## src/hdl/ath_pkg.sv

```systemverilog
// shared types, constants and lookup functions for the atascii to html transcoder
// no dependencies; compiled first
`default_nettype none

package ath_pkg;

   localparam int CSR_ADDR_W = 1;
   localparam int CSR_DATA_W = 32;
   localparam logic [CSR_ADDR_W-1:0] CSR_ADDR_EOL = 1'b0;
   localparam logic [7:0] EOL_RESET = 8'd155;

   localparam int QUEUE_DEPTH = 2;

   localparam int SPAN_OPEN_LEN  = 18;
   localparam int SPAN_CLOSE_LEN = 7;
   localparam int SEQ_IDX_W      = $clog2(SPAN_OPEN_LEN);

   localparam int BCD_DIGITS = 5;
   localparam int BCD_W      = 4 * BCD_DIGITS;
   localparam int NDIG_W     = 3;

   // one queued job: what the back end has to spell out for one input
   typedef struct packed {
      logic              close;
      logic              open;
      logic              crlf;
      logic              entity;
      logic [NDIG_W-1:0] ndig;
      logic [BCD_W-1:0]  bcd;
      logic [6:0]        ch;
   } ath_job_type;

   typedef struct packed {
      logic full;
      logic empty;
   } ath_q_status_type;

   // glyph entity numbers in bcd, zero means the code is written raw
   function automatic logic [BCD_W-1:0] glyph_bcd(input logic [6:0] code);
      logic [BCD_W-1:0] v;
      case (code)
         7'd0:    v = 20'h09829;
         7'd1:    v = 20'h09500;
         7'd2:    v = 20'h09621;
         7'd3:    v = 20'h09496;
         7'd4:    v = 20'h09508;
         7'd5:    v = 20'h09488;
         7'd6:    v = 20'h09585;
         7'd7:    v = 20'h09586;
         7'd8:    v = 20'h09698;
         7'd9:    v = 20'h09623;
         7'd10:   v = 20'h09699;
         7'd11:   v = 20'h09629;
         7'd12:   v = 20'h09624;
         7'd13:   v = 20'h09620;
         7'd14:   v = 20'h09601;
         7'd15:   v = 20'h09622;
         7'd16:   v = 20'h09827;
         7'd17:   v = 20'h09484;
         7'd18:   v = 20'h09472;
         7'd19:   v = 20'h09532;
         7'd20:   v = 20'h11044;
         7'd21:   v = 20'h09604;
         7'd22:   v = 20'h09615;
         7'd23:   v = 20'h09516;
         7'd24:   v = 20'h09524;
         7'd25:   v = 20'h09612;
         7'd26:   v = 20'h09492;
         7'd27:   v = 20'h08455;
         7'd28:   v = 20'h08593;
         7'd29:   v = 20'h08595;
         7'd30:   v = 20'h08592;
         7'd31:   v = 20'h08594;
         7'd38:   v = 20'h00038;
         7'd60:   v = 20'h00060;
         7'd62:   v = 20'h00062;
         7'd96:   v = 20'h09830;
         7'd123:  v = 20'h09824;
         7'd124:  v = 20'h09475;
         7'd125:  v = 20'h08598;
         7'd126:  v = 20'h09658;
         7'd127:  v = 20'h09668;
         default: v = '0;
      endcase
      return v;
   endfunction

   function automatic logic [7:0] span_open_char(input logic [SEQ_IDX_W-1:0] idx);
      logic [7:0] c;
      case (idx)
         5'd0:    c = "<";
         5'd1:    c = "s";
         5'd2:    c = "p";
         5'd3:    c = "a";
         5'd4:    c = "n";
         5'd5:    c = " ";
         5'd6:    c = "c";
         5'd7:    c = "l";
         5'd8:    c = "a";
         5'd9:    c = "s";
         5'd10:   c = "s";
         5'd11:   c = "=";
         5'd12:   c = "\"";
         5'd13:   c = "i";
         5'd14:   c = "n";
         5'd15:   c = "v";
         5'd16:   c = "\"";
         5'd17:   c = ">";
         default: c = "<";
      endcase
      return c;
   endfunction

   function automatic logic [7:0] span_close_char(input logic [SEQ_IDX_W-1:0] idx);
      logic [7:0] c;
      case (idx)
         5'd0:    c = "<";
         5'd1:    c = "/";
         5'd2:    c = "s";
         5'd3:    c = "p";
         5'd4:    c = "a";
         5'd5:    c = "n";
         5'd6:    c = ">";
         default: c = "<";
      endcase
      return c;
   endfunction

endpackage

`default_nettype wire

```

## src/hdl/ath_req_if.sv

```systemverilog
// input channel: one atascii byte or page eject per transfer
// no dependencies
`default_nettype none

interface ath_req_if;
   logic       valid;
   logic       ready;
   logic       op;
   logic [7:0] data_byte;
   logic       last_in_record;

   modport source (output valid, op, data_byte, last_in_record, input ready);
   modport sink   (input valid, op, data_byte, last_in_record, output ready);
endinterface

`default_nettype wire

```

## src/hdl/ath_rsp_if.sv

```systemverilog
// result channel: one html text byte per transfer
// no dependencies
`default_nettype none

interface ath_rsp_if;
   logic       valid;
   logic       ready;
   logic [7:0] text_byte;
   logic       last_of_run;

   modport source (output valid, text_byte, last_of_run, input ready);
   modport sink   (input valid, text_byte, last_of_run, output ready);
endinterface

`default_nettype wire

```

## src/hdl/ath_front.sv

```systemverilog
// front end: accepts input bytes, tracks inverse and skip state, queues jobs
// depends on ath_pkg and ath_req_if
`default_nettype none

module ath_front (
   input  wire logic                   clock,
   input  wire logic                   reset,
   ath_req_if.sink                     req,
   input  wire logic [7:0]             eol_code,
   input  wire ath_pkg::ath_q_status_type q_status,
   output      logic                   push,
   output      ath_pkg::ath_job_type   job
);
   import ath_pkg::*;

   logic inverse_on_ff, inverse_on_in;
   logic skipping_ff, skipping_in;
   logic accept;
   logic [BCD_W-1:0] bcd;

   assign req.ready = !q_status.full;
   assign accept    = req.valid && req.ready;
   assign bcd       = glyph_bcd(req.data_byte[6:0]);

   always_comb begin
      inverse_on_in = inverse_on_ff;
      skipping_in   = skipping_ff;
      push          = 1'b0;
      job.close     = 1'b0;
      job.open      = 1'b0;
      job.crlf      = 1'b0;
      job.entity    = bcd != '0;
      job.bcd       = bcd;
      job.ch        = req.data_byte[6:0];
      if (bcd[19:16] != 4'd0) begin
         job.ndig = 3'd5;
      end else if (bcd[15:12] != 4'd0) begin
         job.ndig = 3'd4;
      end else if (bcd[11:8] != 4'd0) begin
         job.ndig = 3'd3;
      end else if (bcd[7:4] != 4'd0) begin
         job.ndig = 3'd2;
      end else begin
         job.ndig = 3'd1;
      end
      if (accept) begin
         if (req.op) begin
            inverse_on_in = 1'b0;
         end else if (skipping_ff) begin
            if (req.last_in_record) begin
               skipping_in = 1'b0;
            end
         end else if (req.data_byte == eol_code) begin
            // end of line wins over the inverse test
            push          = 1'b1;
            job.close     = inverse_on_ff;
            job.crlf      = 1'b1;
            job.entity    = 1'b0;
            inverse_on_in = 1'b0;
            skipping_in   = !req.last_in_record;
         end else if (req.data_byte[7]) begin
            push          = 1'b1;
            job.open      = !inverse_on_ff;
            inverse_on_in = 1'b1;
         end else begin
            push          = 1'b1;
            job.close     = inverse_on_ff;
            inverse_on_in = 1'b0;
         end
      end
   end

   always_ff @(posedge clock) begin
      if (reset) begin
         inverse_on_ff <= 1'b0;
         skipping_ff   <= 1'b0;
      end else begin
         inverse_on_ff <= inverse_on_in;
         skipping_ff   <= skipping_in;
      end
   end

endmodule

`default_nettype wire

```

## src/hdl/ath_queue.sv

```systemverilog
// short job queue between front and back end
// depends on ath_pkg
`default_nettype none

module ath_queue #(
   parameter int QueueDepth = ath_pkg::QUEUE_DEPTH
) (
   input  wire logic                      clock,
   input  wire logic                      reset,
   input  wire logic                      push,
   input  wire ath_pkg::ath_job_type      din,
   input  wire logic                      pop,
   output      ath_pkg::ath_job_type      dout,
   output      ath_pkg::ath_q_status_type status
);
   import ath_pkg::*;

   localparam int PtrW = (QueueDepth > 1) ? $clog2(QueueDepth) : 1;
   localparam int CntW = $clog2(QueueDepth + 1);

   ath_job_type mem_ff [QueueDepth];
   logic [PtrW-1:0] wr_ptr_ff, wr_ptr_in;
   logic [PtrW-1:0] rd_ptr_ff, rd_ptr_in;
   logic [CntW-1:0] count_ff, count_in;

   assign status.full  = count_ff == CntW'(QueueDepth);
   assign status.empty = count_ff == '0;
   assign dout         = mem_ff[rd_ptr_ff];

   always_comb begin
      wr_ptr_in = wr_ptr_ff;
      rd_ptr_in = rd_ptr_ff;
      count_in  = count_ff;
      if (push) begin
         wr_ptr_in = (wr_ptr_ff == PtrW'(QueueDepth - 1)) ? '0 : wr_ptr_ff + 1'b1;
      end
      if (pop) begin
         rd_ptr_in = (rd_ptr_ff == PtrW'(QueueDepth - 1)) ? '0 : rd_ptr_ff + 1'b1;
      end
      case ({push, pop})
         2'b10:   count_in = count_ff + 1'b1;
         2'b01:   count_in = count_ff - 1'b1;
         default: count_in = count_ff;
      endcase
   end

   always_ff @(posedge clock) begin
      if (push) begin
         mem_ff[wr_ptr_ff] <= din;
      end
   end

   always_ff @(posedge clock) begin
      if (reset) begin
         wr_ptr_ff <= '0;
         rd_ptr_ff <= '0;
         count_ff  <= '0;
      end else begin
         wr_ptr_ff <= wr_ptr_in;
         rd_ptr_ff <= rd_ptr_in;
         count_ff  <= count_in;
      end
   end

endmodule

`default_nettype wire

```

## src/hdl/ath_back.sv

```systemverilog
// back end: spells out each queued job into an output register, one text byte per
// cycle unless rsp stalls; depends on ath_pkg and ath_rsp_if
`default_nettype none

module ath_back (
   input  wire logic                      clock,
   input  wire logic                      reset,
   input  wire ath_pkg::ath_job_type      job,
   input  wire ath_pkg::ath_q_status_type q_status,
   output      logic                      pop,
   ath_rsp_if.source                      rsp
);
   import ath_pkg::*;

   typedef enum logic [9:0] {
      PH_START = 10'b00_0000_0001,
      PH_CLOSE = 10'b00_0000_0010,
      PH_OPEN  = 10'b00_0000_0100,
      PH_CR    = 10'b00_0000_1000,
      PH_LF    = 10'b00_0001_0000,
      PH_AMP   = 10'b00_0010_0000,
      PH_HASH  = 10'b00_0100_0000,
      PH_DIG   = 10'b00_1000_0000,
      PH_SEMI  = 10'b01_0000_0000,
      PH_RAW   = 10'b10_0000_0000
   } ath_phase_type;

   ath_phase_type phase_ff, phase_in, phase_cur, phase_nxt;
   logic [SEQ_IDX_W-1:0] idx_ff, idx_in;
   logic rsp_valid_ff, rsp_valid_in;
   logic [7:0] text_ff, text_in;
   logic last_ff, last_in;
   logic emit, seg_end, job_end;
   logic [NDIG_W-1:0] nib;
   logic [3:0] digit;
   logic [7:0] byte_cur;

   assign rsp.valid       = rsp_valid_ff;
   assign rsp.text_byte   = text_ff;
   assign rsp.last_of_run = last_ff;

   assign emit = !q_status.empty && (!rsp_valid_ff || rsp.ready);
   assign nib  = job.ndig - NDIG_W'(1) - idx_ff[NDIG_W-1:0];

   always_comb begin
      case (nib)
         3'd0:    digit = job.bcd[3:0];
         3'd1:    digit = job.bcd[7:4];
         3'd2:    digit = job.bcd[11:8];
         3'd3:    digit = job.bcd[15:12];
         3'd4:    digit = job.bcd[19:16];
         default: digit = 4'd0;
      endcase
   end

   // a fresh head job picks its first phase straight from its flags
   always_comb begin
      if (phase_ff != PH_START) begin
         phase_cur = phase_ff;
      end else if (job.close) begin
         phase_cur = PH_CLOSE;
      end else if (job.open) begin
         phase_cur = PH_OPEN;
      end else if (job.crlf) begin
         phase_cur = PH_CR;
      end else if (job.entity) begin
         phase_cur = PH_AMP;
      end else begin
         phase_cur = PH_RAW;
      end
   end

   always_comb begin
      byte_cur  = {1'b0, job.ch};
      seg_end   = 1'b1;
      job_end   = 1'b0;
      phase_nxt = PH_START;
      case (phase_cur)
         PH_CLOSE: begin
            byte_cur  = span_close_char(idx_ff);
            seg_end   = idx_ff == SEQ_IDX_W'(SPAN_CLOSE_LEN - 1);
            phase_nxt = job.crlf ? PH_CR : (job.entity ? PH_AMP : PH_RAW);
         end
         PH_OPEN: begin
            byte_cur  = span_open_char(idx_ff);
            seg_end   = idx_ff == SEQ_IDX_W'(SPAN_OPEN_LEN - 1);
            phase_nxt = job.entity ? PH_AMP : PH_RAW;
         end
         PH_CR: begin
            byte_cur  = 8'h0D;
            phase_nxt = PH_LF;
         end
         PH_LF: begin
            byte_cur = 8'h0A;
            job_end  = 1'b1;
         end
         PH_AMP: begin
            byte_cur  = "&";
            phase_nxt = PH_HASH;
         end
         PH_HASH: begin
            byte_cur  = "#";
            phase_nxt = PH_DIG;
         end
         PH_DIG: begin
            byte_cur  = {4'h3, digit};
            seg_end   = idx_ff == SEQ_IDX_W'(job.ndig - NDIG_W'(1));
            phase_nxt = PH_SEMI;
         end
         PH_SEMI: begin
            byte_cur = ";";
            job_end  = 1'b1;
         end
         PH_RAW: begin
            byte_cur = {1'b0, job.ch};
            job_end  = 1'b1;
         end
         default: begin
            byte_cur = {1'b0, job.ch};
            job_end  = 1'b1;
         end
      endcase
   end

   always_comb begin
      phase_in     = phase_ff;
      idx_in       = idx_ff;
      pop          = 1'b0;
      rsp_valid_in = rsp_valid_ff && !rsp.ready;
      text_in      = text_ff;
      last_in      = last_ff;
      if (emit) begin
         rsp_valid_in = 1'b1;
         text_in      = byte_cur;
         last_in      = job_end;
         if (job_end) begin
            phase_in = PH_START;
            idx_in   = '0;
            pop      = 1'b1;
         end else if (seg_end) begin
            phase_in = phase_nxt;
            idx_in   = '0;
         end else begin
            phase_in = phase_cur;
            idx_in   = idx_ff + 1'b1;
         end
      end
   end

   always_ff @(posedge clock) begin
      if (reset) begin
         phase_ff     <= PH_START;
         idx_ff       <= '0;
         rsp_valid_ff <= 1'b0;
      end else begin
         phase_ff     <= phase_in;
         idx_ff       <= idx_in;
         rsp_valid_ff <= rsp_valid_in;
      end
   end

   always_ff @(posedge clock) begin
      text_ff <= text_in;
      last_ff <= last_in;
   end

endmodule

`default_nettype wire

```

## src/hdl/atascii_to_html_transcoder.sv

```systemverilog
// atascii to html transcoder top level: csr register, front end, job queue, back end
// depends on ath_pkg, ath_req_if, ath_rsp_if, ath_front, ath_queue, ath_back
//
//   port   dir  protocol       payload
//   req    in   valid/ready    op, data_byte, last_in_record
//   rsp    out  valid/ready    text_byte, last_of_run
//   csr    in   apb, 32 bit    eol_code at byte address 0
//
// the back end sends one text byte per cycle unless rsp stalls, and an input produces
// 1 to 26 bytes (span open plus a five digit entity)
// inputs that produce nothing (page eject, skipped bytes) end in the front end and queue no job
// a job queue of QueueDepth entries sits between front and back; req.ready drops when full
// synchronous reset clears inverse and skip state and sets eol_code to 155; no clearing pass
`default_nettype none

module atascii_to_html_transcoder #(
   parameter int QueueDepth = ath_pkg::QUEUE_DEPTH
) (
   input  wire logic                              clock,
   input  wire logic                              reset,
   ath_req_if.sink                                req,
   ath_rsp_if.source                              rsp,
   input  wire logic                              csr_psel,
   input  wire logic                              csr_penable,
   input  wire logic                              csr_pwrite,
   input  wire logic [ath_pkg::CSR_ADDR_W-1:0]    csr_paddr,
   input  wire logic [ath_pkg::CSR_DATA_W-1:0]    csr_pwdata,
   output      logic [ath_pkg::CSR_DATA_W-1:0]    csr_prdata,
   output      logic                              csr_pready
);
   import ath_pkg::*;

   logic [7:0] eol_code_ff, eol_code_in;
   logic csr_wr;
   logic push, pop;
   ath_job_type job_in, job_out;
   ath_q_status_type q_status;

   assign csr_pready = 1'b1;
   assign csr_wr     = csr_psel && csr_penable && csr_pwrite && csr_pready
                       && (csr_paddr == CSR_ADDR_EOL);
   assign eol_code_in = csr_wr ? csr_pwdata[7:0] : eol_code_ff;
   assign csr_prdata  = (csr_paddr == CSR_ADDR_EOL)
                        ? {{(CSR_DATA_W - 8){1'b0}}, eol_code_ff} : '0;

   always_ff @(posedge clock) begin
      if (reset) begin
         eol_code_ff <= EOL_RESET;
      end else begin
         eol_code_ff <= eol_code_in;
      end
   end

   ath_front u_front (
      .clock    (clock),
      .reset    (reset),
      .req      (req),
      .eol_code (eol_code_ff),
      .q_status (q_status),
      .push     (push),
      .job      (job_in)
   );

   ath_queue #(
      .QueueDepth (QueueDepth)
   ) u_queue (
      .clock  (clock),
      .reset  (reset),
      .push   (push),
      .din    (job_in),
      .pop    (pop),
      .dout   (job_out),
      .status (q_status)
   );

   ath_back u_back (
      .clock    (clock),
      .reset    (reset),
      .job      (job_out),
      .q_status (q_status),
      .pop      (pop),
      .rsp      (rsp)
   );

endmodule

`default_nettype wire

```

## src/flat_wrapper.sv

```systemverilog
// flat-port wrapper written by rule: the top's interface ports become plain ports
module atascii_to_html_transcoder_flat import ath_pkg::*;
#(
   parameter int QueueDepth = ath_pkg::QUEUE_DEPTH
)
  (clock, reset, csr_psel, csr_penable, csr_pwrite, csr_paddr, csr_pwdata, csr_prdata, csr_pready, req_valid, req_op, req_data_byte, req_last_in_record, req_ready, rsp_valid, rsp_text_byte, rsp_last_of_run, rsp_ready);
  ath_req_if req_i ();
  ath_rsp_if rsp_i ();
  input  wire logic clock;
  input  wire logic reset;
  input  wire logic csr_psel;
  input  wire logic csr_penable;
  input  wire logic csr_pwrite;
  input  wire logic [ath_pkg::CSR_ADDR_W-1:0] csr_paddr;
  input  wire logic [ath_pkg::CSR_DATA_W-1:0] csr_pwdata;
  output      logic [ath_pkg::CSR_DATA_W-1:0] csr_prdata;
  output      logic csr_pready;
  input wire logic [$bits(req_i.valid)-1:0] req_valid;
  input wire logic [$bits(req_i.op)-1:0] req_op;
  input wire logic [$bits(req_i.data_byte)-1:0] req_data_byte;
  input wire logic [$bits(req_i.last_in_record)-1:0] req_last_in_record;
  output wire logic [$bits(req_i.ready)-1:0] req_ready;
  output wire logic [$bits(rsp_i.valid)-1:0] rsp_valid;
  output wire logic [$bits(rsp_i.text_byte)-1:0] rsp_text_byte;
  output wire logic [$bits(rsp_i.last_of_run)-1:0] rsp_last_of_run;
  input wire logic [$bits(rsp_i.ready)-1:0] rsp_ready;
  assign req_i.valid = req_valid;
  assign req_i.op = req_op;
  assign req_i.data_byte = req_data_byte;
  assign req_i.last_in_record = req_last_in_record;
  assign req_ready = req_i.ready;
  assign rsp_valid = rsp_i.valid;
  assign rsp_text_byte = rsp_i.text_byte;
  assign rsp_last_of_run = rsp_i.last_of_run;
  assign rsp_i.ready = rsp_ready;
  atascii_to_html_transcoder #(.QueueDepth(QueueDepth)) u_core (.clock(clock), .reset(reset), .req(req_i), .rsp(rsp_i), .csr_psel(csr_psel), .csr_penable(csr_penable), .csr_pwrite(csr_pwrite), .csr_paddr(csr_paddr), .csr_pwdata(csr_pwdata), .csr_prdata(csr_prdata), .csr_pready(csr_pready));
endmodule
```

## config.mk

```make
export PLATFORM = sky130hd
export DESIGN_NAME = atascii_to_html_transcoder_flat
export DESIGN_NICKNAME = d
export VERILOG_FILES = /design/src/hdl/ath_pkg.sv /design/src/hdl/ath_req_if.sv /design/src/hdl/ath_rsp_if.sv /design/src/hdl/ath_front.sv /design/src/hdl/ath_queue.sv /design/src/hdl/ath_back.sv /design/src/hdl/atascii_to_html_transcoder.sv /design/src/flat_wrapper.sv
export SDC_FILE = /design/constraint.sdc
export NUM_CORES = 1
export LEC_CHECK = 0
export BUFFER_PORTS_ARGS = -buffer_cell sky130_fd_sc_hd__buf_2
export CORE_ASPECT_RATIO = 2
export CORE_UTILIZATION = 62
export DETAILED_ROUTE_END_ITERATION = 8
export GPL_TIMING_DRIVEN = 0
export PLACE_DENSITY = 0.86
export SKIP_CTS_REPAIR_TIMING = 1
export SYNTH_ARGS = -nofsm -noshare
export SYNTH_HDL_FRONTEND = slang
export SYNTH_SLANG_ARGS = --single-unit
```

## constraint.sdc

```tcl
create_clock -name clock -period 12.9 [get_ports clock]
set_clock_uncertainty 0.2 [all_clocks]
set_input_delay 1.935 -clock clock [delete_from_list [all_inputs] [get_ports clock]]
set_output_delay 1.935 -clock clock [all_outputs]
set_load 0.02 [all_outputs]
```

* After elaboration in Yosys (flattened, before gate mapping)
Memories as Yosys holds them, arrays and structs flattened. A register that Yosys moved wholly into a read port is not among the register bits.
Index checks and enable logic that the tools add are counted.
** Word-level totals
- Register bits :: 39
- Memory bits (writable) :: 68
- ROM bits :: 2112
- Bits of input ports :: 50
- Output and inout bits :: 44
- Word-level logic and storage cells :: 123
- Memories kept :: 3
** Operators by class
- Add/subtract/negate cells :: 8
- Equal/unequal tests :: 26
- Muxes and demuxes :: 49
- Bitwise logic cells :: 2
- Reduce and logical (&&, ||, !) cells :: 24
** Memories
- (no name shown) :: words 128, width 15, read ports 1, clocked after Yosys merged registers in 0, write ports 0, line ath_pkg.sv:41 : case (code)
- (no name shown) :: words 32, width 6, read ports 1, clocked after Yosys merged registers in 1, write ports 0, line ath_pkg.sv:90 : case (idx)
- u_core.u_queue.mem_ff :: words 2, width 34, read ports 1, clocked after Yosys merged registers in 1, write ports 1, line ath_queue.sv:21 : ath_job_type mem_ff [QueueDepth];
** Operator list (count)
- $mux W10 :: 7
- $pmux W8 S8 :: 1
- $pmux W10 S6 :: 1
- $pmux W7 S6 :: 1
- $mux W1 :: 23
- $mux W5 :: 4
- $pmux W4 S5 :: 1
- $reduce_bool A20 Y1 :: 1
- $reduce_bool A4 Y1 :: 4
- $eq A5 B3 Y1 const B :: 3
- $mux W4 :: 3
- $eq A10 B2 Y1 const B :: 1
- $eq A10 B3 Y1 const B :: 1
- $eq A10 B4 Y1 const B :: 1
- $eq A10 B5 Y1 const B :: 1
- $eq A10 B6 Y1 const B :: 1
- $eq A10 B7 Y1 const B :: 1
- $eq A10 B8 Y1 const B :: 1
- $eq A10 B9 Y1 const B :: 1
- $eq A5 B2 Y1 const B :: 2
- $ne A10 B1 Y1 const B :: 1
- $eq A8 B8 Y1 :: 1
- $mux W8 :: 1
- $eq A3 B2 Y1 const B :: 2
- 28 further kinds :: 45

* Depth between registers and ports, before layout
- Word-level depth :: 11
- Mapped depth :: 17
- Mapped depth without buffers :: 13

* Hierarchy
A second synthesis with hierarchy kept.
** Second synthesis, totals
- Cells, all modules :: 706
- Area total of the unflattened synthesis :: 7153.1 sq um
** By module, submodules not included
- ath_queue :: instances 1, cells each 128, area each 2650.0 sq um, seq. area each 2142.1 sq um
- ath_back :: instances 1, cells each 305, area each 2503.7 sq um, seq. area each 680.7 sq um
- ath_front :: instances 1, cells each 203, area each 1393.8 sq um, seq. area each 40.0 sq um
- atascii_to_html_transcoder :: instances 1, cells each 70, area each 605.6 sq um, seq. area each 160.2 sq um

* Least setup slack after synthesis
No wires, ideal clock.
- Path kind :: input to register
- Start :: input port rsp_ready
- End :: register (tool-made name)
- Library setup time :: 0.120 ns
- Arrival :: 4.260 ns
- Required time :: 12.580 ns
- Slack :: 8.320 ns
- Cell stages on the path :: 11
- Path buffers :: 1
- Cells stage by stage :: nand2b_1 o21ai_1 inv_1 clkbuf_1 nand3b_1 o32ai_1 inv_1 ha_1 mux2_1 mux2i_1 o21ai_1
** RTL lines
- from (decl) :: line flat_wrapper.sv:26 : input wire logic [$bits(rsp_i.ready)-1:0] rsp_ready;

==> results by group <==
Clocking
  – Clock Sinks: 103
  – Clock-pin transition on the worst setup and hold timing paths: 70 ps
  – H-tree lvl count: 3
  – CTS max path bufs: 2
  – CTS Buf Count: 9
  – Root buf cell: clkbuf_16
  – Worst skew pair latency: 350 ps
  – CTS tree: yes

Yosys
  – Register area share after synthesis: 42.9%
  – EDFF count, synth: 66
  – Top FF cell, synth: edfxtp_1
  – Synth Instances: about 660
  – Synthesized area per cell: 9.64 um^2
  – Ys async rst share: 0%
  – Yosys top cell area share: between 30% and 40%
  – Synth warn: 0
  – Top cells by count, synth: edfxtp_1, nor2_1, nand2_1
  – Synth top area cells: edfxtp_1, dfxtp_1, ha_1, a21oi_1, mux2i_1
  – Synth Register Bits: between 100 and 150
  – Area leader, netlist: edfxtp_1
  – Synth cell types: 82
  – Most frequent cell after synthesis: edfxtp_1
  – Mapped Area: 0.00634 mm^2

Critical path
  – CP Cell Sequence: buf_2, buf_2, buf_1, clkbuf_1, mux2i_1, fa_1, clkbuf_1, nor2_1, a22oi_1, nor2_1, a221o_1, a2111oi_0, mux2i_1
  – Worst Setup Start Kind: register
  – CP Max Fanout: 10
  – Setup Crit Path Kind: reg2reg
  – CP max stage delay: 740 ps
  – CP required: 12,750 ps
  – Worst path slowest cell: a2111oi_0
  – CP endpoint kind: register
  – Crit path DAT: 5270 ps
  – FF-to-FF path depth: 13
  – RR Endpoint: u_core.u_back.rsp.text_byte[3]
  – Reg2Reg Setup Slack: 7480 ps

Timing
  – Slew Limit Fails: 0
  – WHS: 291 ps
  – Unrepaired setup endpoints after global routing: false
  – Final period util: 42.0%
  – Fin. Hold Viols: 0
  – # setup viols final: 0
  – Slew at the pin closest to its max-slew limit: 1310 ps
  – Setup tns final: 0 ps
  – Max Fclk: 184 MHz
  – Rel. slew slack: 12.5%
  – Final min period: roughly 5400 ps

Floorplanning
  – Die height: about 150 um
  – Initial Utilization: between 60% and 70%
  – Die width: 73.5 um
  – Row Count: 51
  – DIE AREA: 0.0107 mm^2
  – IO Count: 94
  – Core area: 0.00983 mm^2

Global route
  – Largest net degree at the start of global routing: 30
  – Grt ovf: 0
  – Total Routing Usage GR: 33.9%
  – Antenna violations before repair: 0
  – Global-route wire length before repair: 27,200 um
  – Vias in the first global route: 5,458

Power and ir drop
  – Leak: 2.85 nW
  – Cell area power density: 168 mW/mm^2
  – Maximum VDD drop: ~0.094 mV

Final layout
  – # nets final: between 800 and 900
  – Antenna diode count: 0
  – Post-route cell area: 0.00714 mm^2
  – Fraction of layout cells with a size suffix above 1: 17.1%
  – Synth-to-Final Area Change: 12.6%
  – Filler Cell Count: approximately 780

Placement
  – Dpl hpwl: 13,200 um
  – Area after DPL: approximately 0.0068 mm^2
  – I/O Buffers: 43
  – Final Wtd Congestion: 0.991

Drt
  – Vias per inst: 6.20
  – Initial DRC count: 342
  – Avg WL per Cell: 19.6 um
  – Drt first pass iters: 6
  – Remaining antenna violation count: 0
  – Routed wire length: around 17,000 um
  – Via count: 5,420
  – DRC viols: 0

Min path
  – Min-Delay Endpoint: u_core.eol_code_ff[2]
  – Worst hold path startpoint: u_core.eol_code_ff[2]
  – Hold/Removal Path Class: reg2reg
  – Hold Path Cell Cnt: 2

Outcome
  – Status: finished clean

Job
  – Max Cap Violations: 0
layer usage:
layer | vias up | GRT usage (%) | part of all wire [%]
met3 | 77 | 6.32 | 4.3
met5 | - | 0 | 0
met1 | 2569 | 32.0 | 33
li1 | 2533 | - | -
met4 | 0 | 21.5 | 5.8
met2 | 241 | 62.9 | 57
through the flow:
stage | setup WS, ps | util (%) | total power [mW] | cells
floorplan | 8320 | - | 0.783 | 682
global placement | 7390 | 69.3 | 0.898 | 857
detailed placement | 7290 | 69.5 | 0.916 | 858
CTS | 7560 | 72.5 | 1.19 | 874
global route | 7160 | 72.6 | 1.25 | 874
finish | 7480 | 72.6 | 1.20 | 874
critical path: cells and delay by family (launching register included):
kind	cells	cell delay (ps)
buffers and inverters	5	1900
AOI/OAI and AO/OA	3	1310
adders and majority gates	1	620
and+or+nand+nor	2	260
muxes	2	500
DFF	1	300
registers in the layout (all words and copies together) (netlist names), named ones only:
name and cells:
u_core.u_front.skipping_ff 1, u_core.u_back.idx_ff 5, u_core.u_queue.mem_ff 58, u_core.u_back.rsp.valid 1
u_core.u_front.inverse_on_ff 1, u_core.u_back.phase_ff 10, u_core.u_back.rsp.last_of_run 1, u_core.eol_code_ff 8
u_core.u_back.rsp.text_byte 7, u_core.u_queue.wr_ptr_ff 1, u_core.u_queue.count_ff 2, u_core.u_queue.rd_ptr_ff 1
cell families after synthesis:
family | count (synthesis) | synth area share (%)
and+or+nand+nor | 244 | 20.4
AOI/OAI and AO/OA | 150 | 16.0
DFF | 103 | 42.9
buffers and inverters | 81 | 6.77
muxes | 39 | 6.81
adders and majority gates | 23 | 4.66
xor gates and xnor gates | 16 | 2.21
other | 2 | 0.118
cells in the final DEF (no fill, tap or decap), drive strengths merged, types with 6 or more instances in the layout:
cell     n
xor2    11
or2      8
clkbuf  36
nand3   15
and2     6
a21oi   50
conb    26
mux2    13
a221o    6
inv     23
nor3b    8
mux2i   24
edfxtp  66
nor2    59
nand2   58
o21ai   34
nor4    12
nand4    6
buf     81
nor2b   16
nand2b  10
nand3b   9
ha      22
dfxtp   37
nor3    14
worst max-delay path by stage:
| stage | start | endpoint | slack, ps |
|---|---|---|---|
| 2_1_floorplan | rsp_ready | register | 8320 |
| 3_3_place_gp | req_data_byte[0] | u_core.u_queue.mem_ff[0][30] | 7390 |
| 3_5_place_dp | rsp_ready | register | 7290 |
| 4_1_cts | register | u_core.u_back.rsp.text_byte[3] | 7560 |
| 5_1_grt | register | u_core.u_back.rsp.text_byte[3] | 7160 |
| 6_report | register | u_core.u_back.rsp.text_byte[3] | 7480 |
where the power goes:
part / internal [mW] / total, mW / switching, mW
logic: 0.183 / 0.492 / 0.310
clock network: 0.150 / 0.273 / 0.123
registers: 0.410 / 0.433 / 0.0232
cell type report:
class	instances	area, um^2	area share [%]
Buffer	61	354	4.96
Clock buffer	12	268	3.75
Clock inverter	4	32.5	0.456
Inverter	20	75.1	1.05
Multi-Input combinational cell	498	3290	46.1
Sequential cell	103	2720	38.2
Tap cell	132	165	2.31
Timing Repair Buffer	44	230	3.23
Note: power is estimated with default switching activity, not from simulation.
